`src/tsm_pkg.sv`:
```
// shared types and constants for the temporal sparsity meter
package tsm_pkg;

	localparam int MaxWindowDef = 128;
	localparam int MaxBlockDef  = 4096;
	localparam int SampleBitsDef = 16;

	localparam int WinSizeW = 8;
	localparam int BlkSizeW = 13;
	localparam int OutW     = 17;
	localparam int RmsW     = 16;

	localparam logic [7:0]  WinSizeReset = 8'd50;
	localparam logic [12:0] BlkSizeReset = 13'd1024;

	typedef enum logic {
		REG_WINDOW_SIZE = 1'b0,
		REG_BLOCK_SIZE  = 1'b1
	} reg_idx_t;

	typedef enum logic [3:0] {
		ST_ACCUM,
		ST_DIV,
		ST_SQRT,
		ST_WRITE,
		ST_SCAN,
		ST_SCAN_LAST,
		ST_MUL,
		ST_QUOT,
		ST_OUT
	} state_t;

	// controller to datapath
	typedef struct packed {
		logic accept;
		logic div_start;
		logic div_step;
		logic sqrt_start;
		logic sqrt_step;
		logic win_write;
		logic scan_start;
		logic scan_step;
		logic mul_load;
		logic quot_start;
		logic quot_step;
		logic out_load;
	} cmd_t;

	// datapath to controller
	typedef struct packed {
		logic block_end;
		logic div_done;
		logic sqrt_done;
		logic scan_last;
		logic quot_done;
	} status_t;

endpackage

```
`src/tsm_ram.sv`:
```
// generic single-port-write ram with registered read
module tsm_ram #(
	parameter int WIDTH = 16,
	parameter int DEPTH = 128
) (
	input  logic                     clk,
	input  logic                     we,
	input  logic [$clog2(DEPTH)-1:0] waddr,
	input  logic [WIDTH-1:0]         wdata,
	input  logic [$clog2(DEPTH)-1:0] raddr,
	output logic [WIDTH-1:0]         rdata
);
	logic [WIDTH-1:0] mem [DEPTH];

	always_ff @(posedge clk) begin
		if (we) begin
			mem[waddr] <= wdata;
		end
		rdata <= mem[raddr];
	end
endmodule

```
`src/tsm_ctrl.sv`:
```
// controller state machine for the sparsity meter
module tsm_ctrl (
	input  logic                clk,
	input  logic                arst_n,
	input  logic                in_valid,
	output logic                in_ready,
	output logic                out_valid,
	input  logic                out_ready,
	input  tsm_pkg::status_t    st,
	output tsm_pkg::cmd_t       cmd
);
	tsm_pkg::state_t state_q, state_d;
	logic out_valid_q;
	logic acc_ok;

	// a sample may enter while the previous result still waits
	assign acc_ok   = (state_q == tsm_pkg::ST_ACCUM);
	assign in_ready = acc_ok;
	assign out_valid = out_valid_q;

	always_comb begin
		state_d = state_q;
		unique case (state_q)
			tsm_pkg::ST_ACCUM: if (in_valid && st.block_end) state_d = tsm_pkg::ST_DIV;
			tsm_pkg::ST_DIV: if (st.div_done) state_d = tsm_pkg::ST_SQRT;
			tsm_pkg::ST_SQRT: if (st.sqrt_done) state_d = tsm_pkg::ST_WRITE;
			tsm_pkg::ST_WRITE: state_d = tsm_pkg::ST_SCAN;
			tsm_pkg::ST_SCAN: if (st.scan_last) state_d = tsm_pkg::ST_SCAN_LAST;
			tsm_pkg::ST_SCAN_LAST: state_d = tsm_pkg::ST_MUL;
			tsm_pkg::ST_MUL: state_d = tsm_pkg::ST_QUOT;
			tsm_pkg::ST_QUOT: if (st.quot_done) state_d = tsm_pkg::ST_OUT;
			tsm_pkg::ST_OUT: if (!out_valid_q || out_ready) state_d = tsm_pkg::ST_ACCUM;
			default: state_d = tsm_pkg::ST_ACCUM;
		endcase
	end

	always_comb begin
		cmd = '0;
		unique case (state_q)
			tsm_pkg::ST_ACCUM: begin
				cmd.accept    = in_valid;
				cmd.div_start = in_valid && st.block_end;
			end
			tsm_pkg::ST_DIV: begin
				cmd.div_step   = 1'b1;
				cmd.sqrt_start = st.div_done;
			end
			tsm_pkg::ST_SQRT: cmd.sqrt_step = 1'b1;
			tsm_pkg::ST_WRITE: begin
				cmd.win_write  = 1'b1;
				cmd.scan_start = 1'b1;
			end
			tsm_pkg::ST_SCAN: cmd.scan_step = 1'b1;
			// last read data lands here, no further address
			tsm_pkg::ST_SCAN_LAST: cmd = '0;
			tsm_pkg::ST_MUL: begin
				cmd.mul_load   = 1'b1;
				cmd.quot_start = 1'b1;
			end
			tsm_pkg::ST_QUOT: cmd.quot_step = 1'b1;
			tsm_pkg::ST_OUT: cmd.out_load = !out_valid_q || out_ready;
			default: cmd = '0;
		endcase
	end

	always_ff @(posedge clk or negedge arst_n) begin
		if (!arst_n) begin
			state_q     <= tsm_pkg::ST_ACCUM;
			out_valid_q <= 1'b0;
		end else begin
			state_q <= state_d;
			if (cmd.out_load) begin
				out_valid_q <= 1'b1;
			end else if (out_ready) begin
				out_valid_q <= 1'b0;
			end
		end
	end
endmodule

```
`src/tsm_dp.sv`:
```
// datapath: accumulator, divider, square root, window scan and ratio
module tsm_dp #(
	parameter int MAX_WINDOW  = tsm_pkg::MaxWindowDef,
	parameter int MAX_BLOCK   = tsm_pkg::MaxBlockDef,
	parameter int SAMPLE_BITS = tsm_pkg::SampleBitsDef
) (
	input  logic                         clk,
	input  logic                         arst_n,
	input  logic signed [SAMPLE_BITS-1:0] sample,
	input  logic                         cfg_win,
	input  logic                         cfg_blk,
	input  logic [tsm_pkg::WinSizeW-1:0] window_size_q,
	input  logic [tsm_pkg::BlkSizeW-1:0] block_size_q,
	input  tsm_pkg::cmd_t                cmd,
	output tsm_pkg::status_t             st,
	output logic [tsm_pkg::OutW-1:0]     sparsity
);
	localparam int WIDX = (MAX_WINDOW > 1) ? $clog2(MAX_WINDOW) : 1;
	localparam int FILLW = $clog2(MAX_WINDOW + 1);
	localparam int BLKW = $clog2(MAX_BLOCK + 1);
	localparam int SQW = 2 * SAMPLE_BITS;
	localparam int ACCW = SQW + BLKW;
	localparam int SXW = ACCW + (ACCW % 2);
	localparam int RW = tsm_pkg::RmsW;
	localparam int SUMW = RW + FILLW;
	localparam int NUMW = FILLW + RW + 16;
	localparam int DENW = FILLW + SUMW;
	localparam int CNTW = $clog2(ACCW + 1);
	localparam int ROOTW = (ACCW + 1) / 2;
	localparam int QW = tsm_pkg::OutW;

	// effective sizes
	logic [FILLW-1:0] w_eff;
	logic [BLKW-1:0]  n_eff;
	always_comb begin
		if (window_size_q == '0) w_eff = FILLW'(1);
		else if (32'(window_size_q) > MAX_WINDOW) w_eff = FILLW'(MAX_WINDOW);
		else w_eff = FILLW'(window_size_q);
		if (block_size_q == '0) n_eff = BLKW'(1);
		else if (32'(block_size_q) > MAX_BLOCK) n_eff = BLKW'(MAX_BLOCK);
		else n_eff = BLKW'(block_size_q);
	end

	// accumulate
	logic [ACCW-1:0] acc_q;
	logic [BLKW-1:0] cnt_q;
	logic [SAMPLE_BITS-1:0] mag;
	logic [SQW-1:0] sq;
	logic [ACCW-1:0] acc_next;
	assign mag = sample[SAMPLE_BITS-1] ? SAMPLE_BITS'(-sample) : SAMPLE_BITS'(sample);
	assign sq = SQW'(mag) * SQW'(mag);
	assign acc_next = acc_q + ACCW'(sq);
	assign st.block_end = (cnt_q + BLKW'(1)) >= n_eff;

	// restoring divider, one bit a cycle
	logic [ACCW-1:0] dq_q, drem_q;
	logic [CNTW-1:0] dcnt_q;
	logic [ACCW:0]   dtrial;
	logic [ACCW-1:0] dquo;
	assign dtrial = {drem_q, dq_q[ACCW-1]} - (ACCW+1)'(n_eff);
	assign st.div_done = (dcnt_q == CNTW'(1));
	// full quotient including the bit decided in the last step
	assign dquo = {dq_q[ACCW-2:0], !dtrial[ACCW]};

	// bit-pair square root, one root bit a cycle
	logic [SXW-1:0]   sx_q;
	logic [ROOTW+1:0] srem_q;
	logic [ROOTW-1:0] root_q;
	logic [CNTW-1:0]  scnt_q;
	logic [ROOTW+1:0] srem_sh, strial;
	assign srem_sh = {srem_q[ROOTW-1:0], sx_q[SXW-1 -: 2]};
	assign strial = srem_sh - {root_q, 2'b01};
	assign st.sqrt_done = (scnt_q == CNTW'(1));

	// window
	logic [WIDX-1:0]  widx_q;
	logic [FILLW-1:0] fill_q;
	logic [RW-1:0]    rms_val;
	logic [WIDX-1:0]  raddr_q;
	logic [FILLW-1:0] rcnt_q;
	logic             rvalid_q;
	logic [RW-1:0]    rdata;
	logic [RW-1:0]    max_q;
	logic [SUMW-1:0]  sum_q;
	logic [WIDX-1:0]  wpos;
	assign wpos = (FILLW'(widx_q) >= w_eff) ? '0 : widx_q;
	assign rms_val = (root_q > ROOTW'(16'hFFFF)) ? 16'hFFFF : RW'(root_q);
	assign st.scan_last = (rcnt_q <= FILLW'(1));

	tsm_ram #(.WIDTH(RW), .DEPTH(MAX_WINDOW)) u_ram (
		.clk(clk), .we(cmd.win_write), .waddr(wpos), .wdata(rms_val),
		.raddr(raddr_q), .rdata(rdata)
	);

	// ratio: numerator and denominator, then long division
	logic [NUMW-1:0] qn_q;
	logic [DENW-1:0] den_q;
	logic [DENW:0]   qrem_q;
	logic [DENW+1:0] qtrial;
	logic [QW-1:0]   quo_q;
	logic [$clog2(NUMW+1)-1:0] qcnt_q;
	logic            zero_q;
	logic [QW-1:0]   res;
	assign qtrial = {qrem_q, qn_q[NUMW-1]} - (DENW+2)'(den_q);
	assign st.quot_done = (qcnt_q == ($clog2(NUMW+1))'(1));
	assign res = zero_q ? '0 : ((quo_q > QW'(65536)) ? QW'(65536) : quo_q);

	logic [FILLW-1:0] fill_new;
	assign fill_new = (fill_q < w_eff) ? fill_q + FILLW'(1) : fill_q;

	always_ff @(posedge clk or negedge arst_n) begin
		if (!arst_n) begin
			acc_q  <= '0;
			cnt_q  <= '0;
			widx_q <= '0;
			fill_q <= '0;
			dcnt_q <= '0;
			scnt_q <= '0;
			qcnt_q <= '0;
			rvalid_q <= 1'b0;
		end else begin
			if (cfg_blk) begin
				acc_q <= '0;
				cnt_q <= '0;
			end else if (cmd.accept) begin
				if (st.block_end) begin
					acc_q <= '0;
					cnt_q <= '0;
				end else begin
					acc_q <= acc_next;
					cnt_q <= cnt_q + BLKW'(1);
				end
			end
			if (cfg_win) begin
				widx_q <= '0;
				fill_q <= '0;
			end else if (cmd.win_write) begin
				widx_q <= (FILLW'(wpos) + FILLW'(1) >= w_eff) ? '0 : wpos + WIDX'(1);
				fill_q <= fill_new;
			end
			if (cmd.div_start) dcnt_q <= CNTW'(ACCW);
			else if (cmd.div_step && dcnt_q != '0) dcnt_q <= dcnt_q - CNTW'(1);
			if (cmd.sqrt_start) scnt_q <= CNTW'(ROOTW);
			else if (cmd.sqrt_step && scnt_q != '0) scnt_q <= scnt_q - CNTW'(1);
			if (cmd.quot_start) qcnt_q <= ($clog2(NUMW+1))'(NUMW);
			else if (cmd.quot_step && qcnt_q != '0) qcnt_q <= qcnt_q - ($clog2(NUMW+1))'(1);
			rvalid_q <= cmd.scan_step;
		end
	end

	always_ff @(posedge clk) begin
		if (cmd.div_start) begin
			dq_q   <= acc_next;
			drem_q <= '0;
		end else if (cmd.div_step) begin
			if (!dtrial[ACCW]) begin
				drem_q <= dtrial[ACCW-1:0];
				dq_q   <= {dq_q[ACCW-2:0], 1'b1};
			end else begin
				drem_q <= {drem_q[ACCW-2:0], dq_q[ACCW-1]};
				dq_q   <= {dq_q[ACCW-2:0], 1'b0};
			end
		end
		if (cmd.sqrt_start) begin
			sx_q   <= SXW'(dquo);
			srem_q <= '0;
			root_q <= '0;
		end else if (cmd.sqrt_step) begin
			sx_q <= {sx_q[SXW-3:0], 2'b00};
			if (!strial[ROOTW+1]) begin
				srem_q <= strial;
				root_q <= {root_q[ROOTW-2:0], 1'b1};
			end else begin
				srem_q <= srem_sh;
				root_q <= {root_q[ROOTW-2:0], 1'b0};
			end
		end
		if (cmd.scan_start) begin
			raddr_q <= '0;
			rcnt_q  <= fill_new;
			max_q   <= '0;
			sum_q   <= '0;
		end else if (cmd.scan_step) begin
			raddr_q <= raddr_q + WIDX'(1);
			rcnt_q  <= rcnt_q - FILLW'(1);
		end
		if (rvalid_q) begin
			if (rdata > max_q) max_q <= rdata;
			sum_q <= sum_q + SUMW'(rdata);
		end
		if (cmd.mul_load) begin
			den_q  <= DENW'(w_eff) * DENW'(sum_q);
			zero_q <= (sum_q == '0);
		end
		if (cmd.quot_start) begin
			qn_q   <= NUMW'(fill_q) * NUMW'(max_q) << 16;
			qrem_q <= '0;
			quo_q  <= '0;
		end else if (cmd.quot_step) begin
			qn_q <= {qn_q[NUMW-2:0], 1'b0};
			if (!qtrial[DENW+1]) begin
				qrem_q <= qtrial[DENW:0];
				quo_q  <= (quo_q > QW'(65536)) ? quo_q : {quo_q[QW-2:0], 1'b1};
			end else begin
				qrem_q <= {qrem_q[DENW-1:0], qn_q[NUMW-1]};
				quo_q  <= (quo_q > QW'(65536)) ? quo_q : {quo_q[QW-2:0], 1'b0};
			end
		end
		if (cmd.out_load) sparsity <= res;
	end
endmodule

```
`src/temporal_sparsity_meter.sv`:
```
// top level of the temporal sparsity meter
// block end: the result follows the divider steps, the square-root steps, the window
// write and the read of every filled entry, and the ratio steps, all set by the
// one-bit-per-cycle divider, root and window memory port
// throughput: one sample per cycle inside a block, one block result at a time
// reset: accumulator, counts and window fill clear; window memory is not cleared
module temporal_sparsity_meter #(
	parameter int MAX_WINDOW  = tsm_pkg::MaxWindowDef,
	parameter int MAX_BLOCK   = tsm_pkg::MaxBlockDef,
	parameter int SAMPLE_BITS = tsm_pkg::SampleBitsDef
) (
	input  logic                          clk,
	input  logic                          arst_n,
	input  logic                          in_valid,
	output logic                          in_ready,
	input  logic signed [SAMPLE_BITS-1:0] sample,
	output logic                          out_valid,
	input  logic                          out_ready,
	output logic [tsm_pkg::OutW-1:0]      sparsity,
	input  logic                          cfg_valid,
	output logic                          cfg_ready,
	input  logic                          cfg_index,
	input  logic [tsm_pkg::BlkSizeW-1:0]  cfg_data
);
	tsm_pkg::cmd_t    cmd;
	tsm_pkg::status_t st;
	logic [tsm_pkg::WinSizeW-1:0] window_size_q;
	logic [tsm_pkg::BlkSizeW-1:0] block_size_q;
	logic cfg_win, cfg_blk;

	assign cfg_ready = 1'b1;
	assign cfg_win = cfg_valid && (cfg_index == tsm_pkg::REG_WINDOW_SIZE);
	assign cfg_blk = cfg_valid && (cfg_index == tsm_pkg::REG_BLOCK_SIZE);

	always_ff @(posedge clk or negedge arst_n) begin
		if (!arst_n) begin
			window_size_q <= tsm_pkg::WinSizeReset;
			block_size_q  <= tsm_pkg::BlkSizeReset;
		end else begin
			if (cfg_win) window_size_q <= cfg_data[tsm_pkg::WinSizeW-1:0];
			if (cfg_blk) block_size_q <= cfg_data;
		end
	end

	tsm_ctrl u_ctrl (
		.clk(clk), .arst_n(arst_n), .in_valid(in_valid), .in_ready(in_ready),
		.out_valid(out_valid), .out_ready(out_ready), .st(st), .cmd(cmd)
	);

	tsm_dp #(.MAX_WINDOW(MAX_WINDOW), .MAX_BLOCK(MAX_BLOCK), .SAMPLE_BITS(SAMPLE_BITS)) u_dp (
		.clk(clk), .arst_n(arst_n), .sample(sample), .cfg_win(cfg_win), .cfg_blk(cfg_blk),
		.window_size_q(window_size_q), .block_size_q(block_size_q), .cmd(cmd), .st(st),
		.sparsity(sparsity)
	);

	a_out_range: assert property (@(posedge clk) disable iff (!arst_n)
		out_valid |-> sparsity <= 17'd65536) else $error("sparsity above one");
	a_no_accept_busy: assert property (@(posedge clk) disable iff (!arst_n)
		cmd.div_step |-> !in_ready) else $error("sample taken during block work");
endmodule

```
`config.mk`:
```
export PLATFORM = sky130hd
export DESIGN_NAME = temporal_sparsity_meter
export DESIGN_NICKNAME = d
export VERILOG_FILES = /design/src/tsm_pkg.sv /design/src/tsm_ram.sv /design/src/tsm_ctrl.sv /design/src/tsm_dp.sv /design/src/temporal_sparsity_meter.sv
export SDC_FILE = /design/constraint.sdc
export NUM_CORES = 2
export LEC_CHECK = 0
export BUFFER_PORTS_ARGS = -buffer_cell sky130_fd_sc_hd__buf_2
export CAP_MARGIN = 25
export CORE_UTILIZATION = 60
export CTS_CLUSTER_DIAMETER = 50
export DETAILED_ROUTE_END_ITERATION = 8
export HOLD_SLACK_MARGIN = 0.03
export PLACE_DENSITY = 0.76
export SYNTH_ARGS = -nofsm -noshare
export SYNTH_HDL_FRONTEND = slang
export SYNTH_SLANG_ARGS = --single-unit
```
`constraint.sdc`:
```
create_clock -name clk -period 8 [get_ports clk]
set_input_delay 0.8 -clock clk [delete_from_list [all_inputs] [get_ports clk]]
set_output_delay 0.8 -clock clk [all_outputs]
set_load 0.01 [all_outputs]
```
==> out/qor.csv <==
stage;metric;value;unit
outcome;outcome;finished clean;
synth;synth_ff_type;edfxtp_1;
min_path;min_to;block_size_q[8];
synth;netlist.area_leader.share;0.554;
timing;timing.fmax;128;MHz
power_and_ir_drop;swShare;0.338;
clock_tree;htreeDepth;5;
worst_setup_path;required;8.59;ns
synth;synth_seq_area_share;0.608;
global_routing;grt_first_pass_wirelength;461000;µm
global_routing;antenna_found_initial;14;
finish;design_area;136000;µm²
routing;remaining_drc_errors;0;
power_and_ir_drop;p_sw;0.0154;W
clock_tree;cts_sinks;2543;
finish;synthToLayoutAreaGrowth;12.1;%
routing;post_drt_via_cell_ratio;6.47;
timing;skew;0.0766;ns
timing;hold_violations;0;
finish;stdcell_count;11062;
routing;drtPass1Iterations;6;
worst_setup_path;end_kind;register;
timing;min_period_over_period;0.975;
place;portBuffers;53;
floorplanning;io_pins;55;
worst_setup_path;worstSetupPathType;in -> reg;
clock_tree;clk_pin_slew;0.06;ns
timing;slew_violations;0;
synth;synthTopCellsByArea;edfxtp_1 55%, mux4_2 12%, fa_1 6.8%;
timing;relSlewSlack;0.242;
worst_setup_path;r2r_start;window_size_q[1];
synth;synth_area_per_cell;15.5;µm²
timing;setup_violations;0;
worst_setup_path;rrSetupSlack;1.09;ns
clock_tree;numCtsBuffers;281;
timing;tightest_slew;1.14;ns
floorplanning;fp.dieW;452;µm
worst_setup_path;cpPeakStageDelay;0.55;ns
global_routing;grt.total_usage;0.304;
floorplanning;die_y;452;µm
place;placed_cells;10546;
min_path;hold_path_depth;2;
worst_setup_path;critPathSlowestCell;fa_1;
clock_tree;clk_latency;0.95;ns
clock_tree;cts_root_buffer;clkbuf_16;
synth;post-synth-top-area-cell;edfxtp_1;
clock_tree;clk_path_buf_depth;4;
global_routing;grt_max_degree;156;
power_and_ir_drop;seqPwrFrac;0.335;
synth;synthArstFlopShare;0.0464;
finish;drive_gt1_frac;0.199;
place;place_hpwl;178000;µm
power_and_ir_drop;ir_drop;1.51;mV
routing;vias;71539;
routing;drtIter0Drc;9103;
synth;synth.distinct_cells;89;
min_path;hold_class;in -> reg;
worst_setup_path;r2r_cells;22;
floorplanning;die_area;205000;µm²
routing;antenna_left;0;
power_and_ir_drop;power.internal;0.0302;W
routing;wl_per_cell;28.0;µm
worst_setup_path;rr_endpoint;u_dp.den_q[31];
global_routing;gr-total-overflow;0;
timing;fin_crit;7.80;ns
finish;finish.net_count;8995;
worst_setup_path;start_kind;primary input;
floorplanning;initial_utilization;0.606;
synth;syn_inst;7844;
routing;wl;309000;µm
synth;synth_edf_count;2244;
worst_setup_path;crit_arrival;8.39;ns
power_and_ir_drop;pwr-share-comb;0.393;
power_and_ir_drop;powerDensity;335;nW/µm²
worst_setup_path;cpMostUsedCell;fa_1;
run;drv_cap;0;
synth;syn_area;122000;µm²
floorplanning;num_rows;164;
worst_setup_path;cp_max_fo;5;
clock_tree;cts_tree;done;
synth;yosys_register_bits;2543;
min_path;hold_path.startpoint;cfg_data[8];
synth;yosysWarnings;0;
place;globalplace.congestion;0.870;
global_routing;grt_pass1_vias;72779;
power_and_ir_drop;cellLeakagePower;53.2;nW
place;place_area;127000;µm²
power_and_ir_drop;clockPowerShare;0.272;
floorplanning;core;201000;µm²
[worst max path at each step]
stage	depth (start not counted)	to	slack, ns	from
2_1_floorplan	29	u_dp.dq_q[35]	-0.11	sample[7]
3_3_place_gp	29	u_dp.dq_q[42]	-0.77	sample[7]
3_5_place_dp	28	u_dp.dq_q[35]	-0.84	sample[7]
4_1_cts	29	u_dp.dq_q[42]	0.07	sample[7]
5_1_grt	29	u_dp.acc_q[43]	-0.04	sample[7]
6_report	30	u_dp.dq_q[42]	0.20	sample[7]
[layout by cell type (no fill, tap or decap), types with 16 or more instances in the layout]
cell type	Yosys	final
o22ai_1	16	16
a22o_1	40	40
ha_1	352	346
fa_1	411	410
nor2_1	354	345
buf_2	2	52
a21oi_1	157	154
o21ai_1	18	20
or3_1	32	31
xor2_1	108	104
clkinv_1	7	56
o21ai_0	290	287
bufinv_16	0	17
buf_4	4	370
and2_1	156	156
nand2_1	684	679
clkinv_2	0	47
clkbuf_1	301	46
edfxtp_1	2244	2244
mux4_2	672	672
nand3_4	0	16
clkbuf_16	0	288
and3_1	24	24
inv_1	678	676
nor2b_1	40	35
mux2_2	42	42
nand3_1	131	112
o21a_1	27	27
nor3_1	62	60
nor4_1	35	32
xnor2_1	153	148
nand2b_1	31	30
dfxtp_1	181	175
a21o_1	83	83
nand4_1	16	16
dfrtp_1	114	114
mux2i_1	71	71
[synthesized netlist by cell type, types with 114 or more instances]
library cell and count:
nor2_1 354, o21ai_0 290, xnor2_1 153, nand2_1 684
and2_1 156, clkbuf_1 301, mux4_2 672, a21oi_1 157
inv_1 678, ha_1 352, edfxtp_1 2244, nand3_1 131
dfrtp_1 114, fa_1 411, dfxtp_1 181
[stage by stage]
stage | total power, W | worst slack [ns] | hold WS (ns) | utilization | TNS, ns
floorplan | 0.0274 | -0.108 | 0.418 | - | -0.783
global placement | 0.0325 | -0.775 | 0.454 | 0.634 | -20.73
detailed placement | 0.0328 | -0.837 | 0.462 | 0.634 | -23.59
CTS | 0.0452 | 0.0710 | 0.0679 | 0.677 | 0
global route | 0.0486 | -0.0444 | 0.0946 | 0.680 | -0.229
finish | 0.0456 | 0.199 | 0.117 | 0.680 | 0
[power by group through the flow]
stage                     clock network [W]  registers [W]  logic, W
after floorplan                           0         0.0155    0.0119
after global routing                 0.0130         0.0153    0.0202
after CTS                            0.0125         0.0153    0.0174
after detailed placement                  0         0.0156    0.0173
final                                0.0124         0.0153    0.0179
after global placement                    0         0.0155    0.0169
[sequential cells by signal (all words and copies together) (netlist names), 23 cells and up]
signal,count
u_dp.acc_q,45
u_dp.den_q,32
u_dp.srem_q,23
u_dp.sum_q,24
u_dp.root_q,23
u_dp.qrem_q,33
u_dp.sx_q,46
u_dp.u_ram.mem,2048
u_dp.drem_q,45
u_dp.dq_q,45
u_dp.qn_q,24
[worst max-delay path: cells and delay by family]
family | cells | cell delay [ns]
adder cells (fa/ha/maj) | 7 | 3.33
AND/OR/NAND/NOR | 7 | 1.63
AO/OA/AOI/OAI | 7 | 1.51
buffers and inverters | 7 | 0.71
XOR/XNOR | 2 | 0.42
[final cells by class]
| type | count | area [µm²] |
|---|---|---|
| antenna | 9 | 22.5 |
| multi-input combinational | 4240 | 44300 |
| inverter | 685 | 2580 |
| clock buffer | 335 | 7390 |
| timing repair buffer | 446 | 3550 |
| tap | 2656 | 3320 |
| fill | 12737 | 64300 |
| sequential | 2543 | 74000 |
| clock inverter | 148 | 1220 |
[what timing repair did]
item / CTS / global route
resized for setup: 0 / 31
buffers inserted: 0 / 10
hold endpoints to repair: 48 / 0
hold buffers: 1 / 0
endpoints found under the setup margin: 0 / 27
[kinds of logic after synthesis]
family          synth area share
xor+xnor                  0.0191
fa+ha+maj                  0.104
compound gates            0.0396
buf+inv                   0.0332
mux                        0.134
simple gates              0.0625
flops                      0.608
other cells            0.0000617
[per-layer routing]
layer  vias up  routed length [µm]  global-route usage
met5         -                 114                   0
met4        16               13600               0.123
li1      29793                   -                   -
met1     36351              114000               0.410
met3       811               32300              0.0649
met2      4568              149000               0.485
Power figures use the tool's default switching activity.
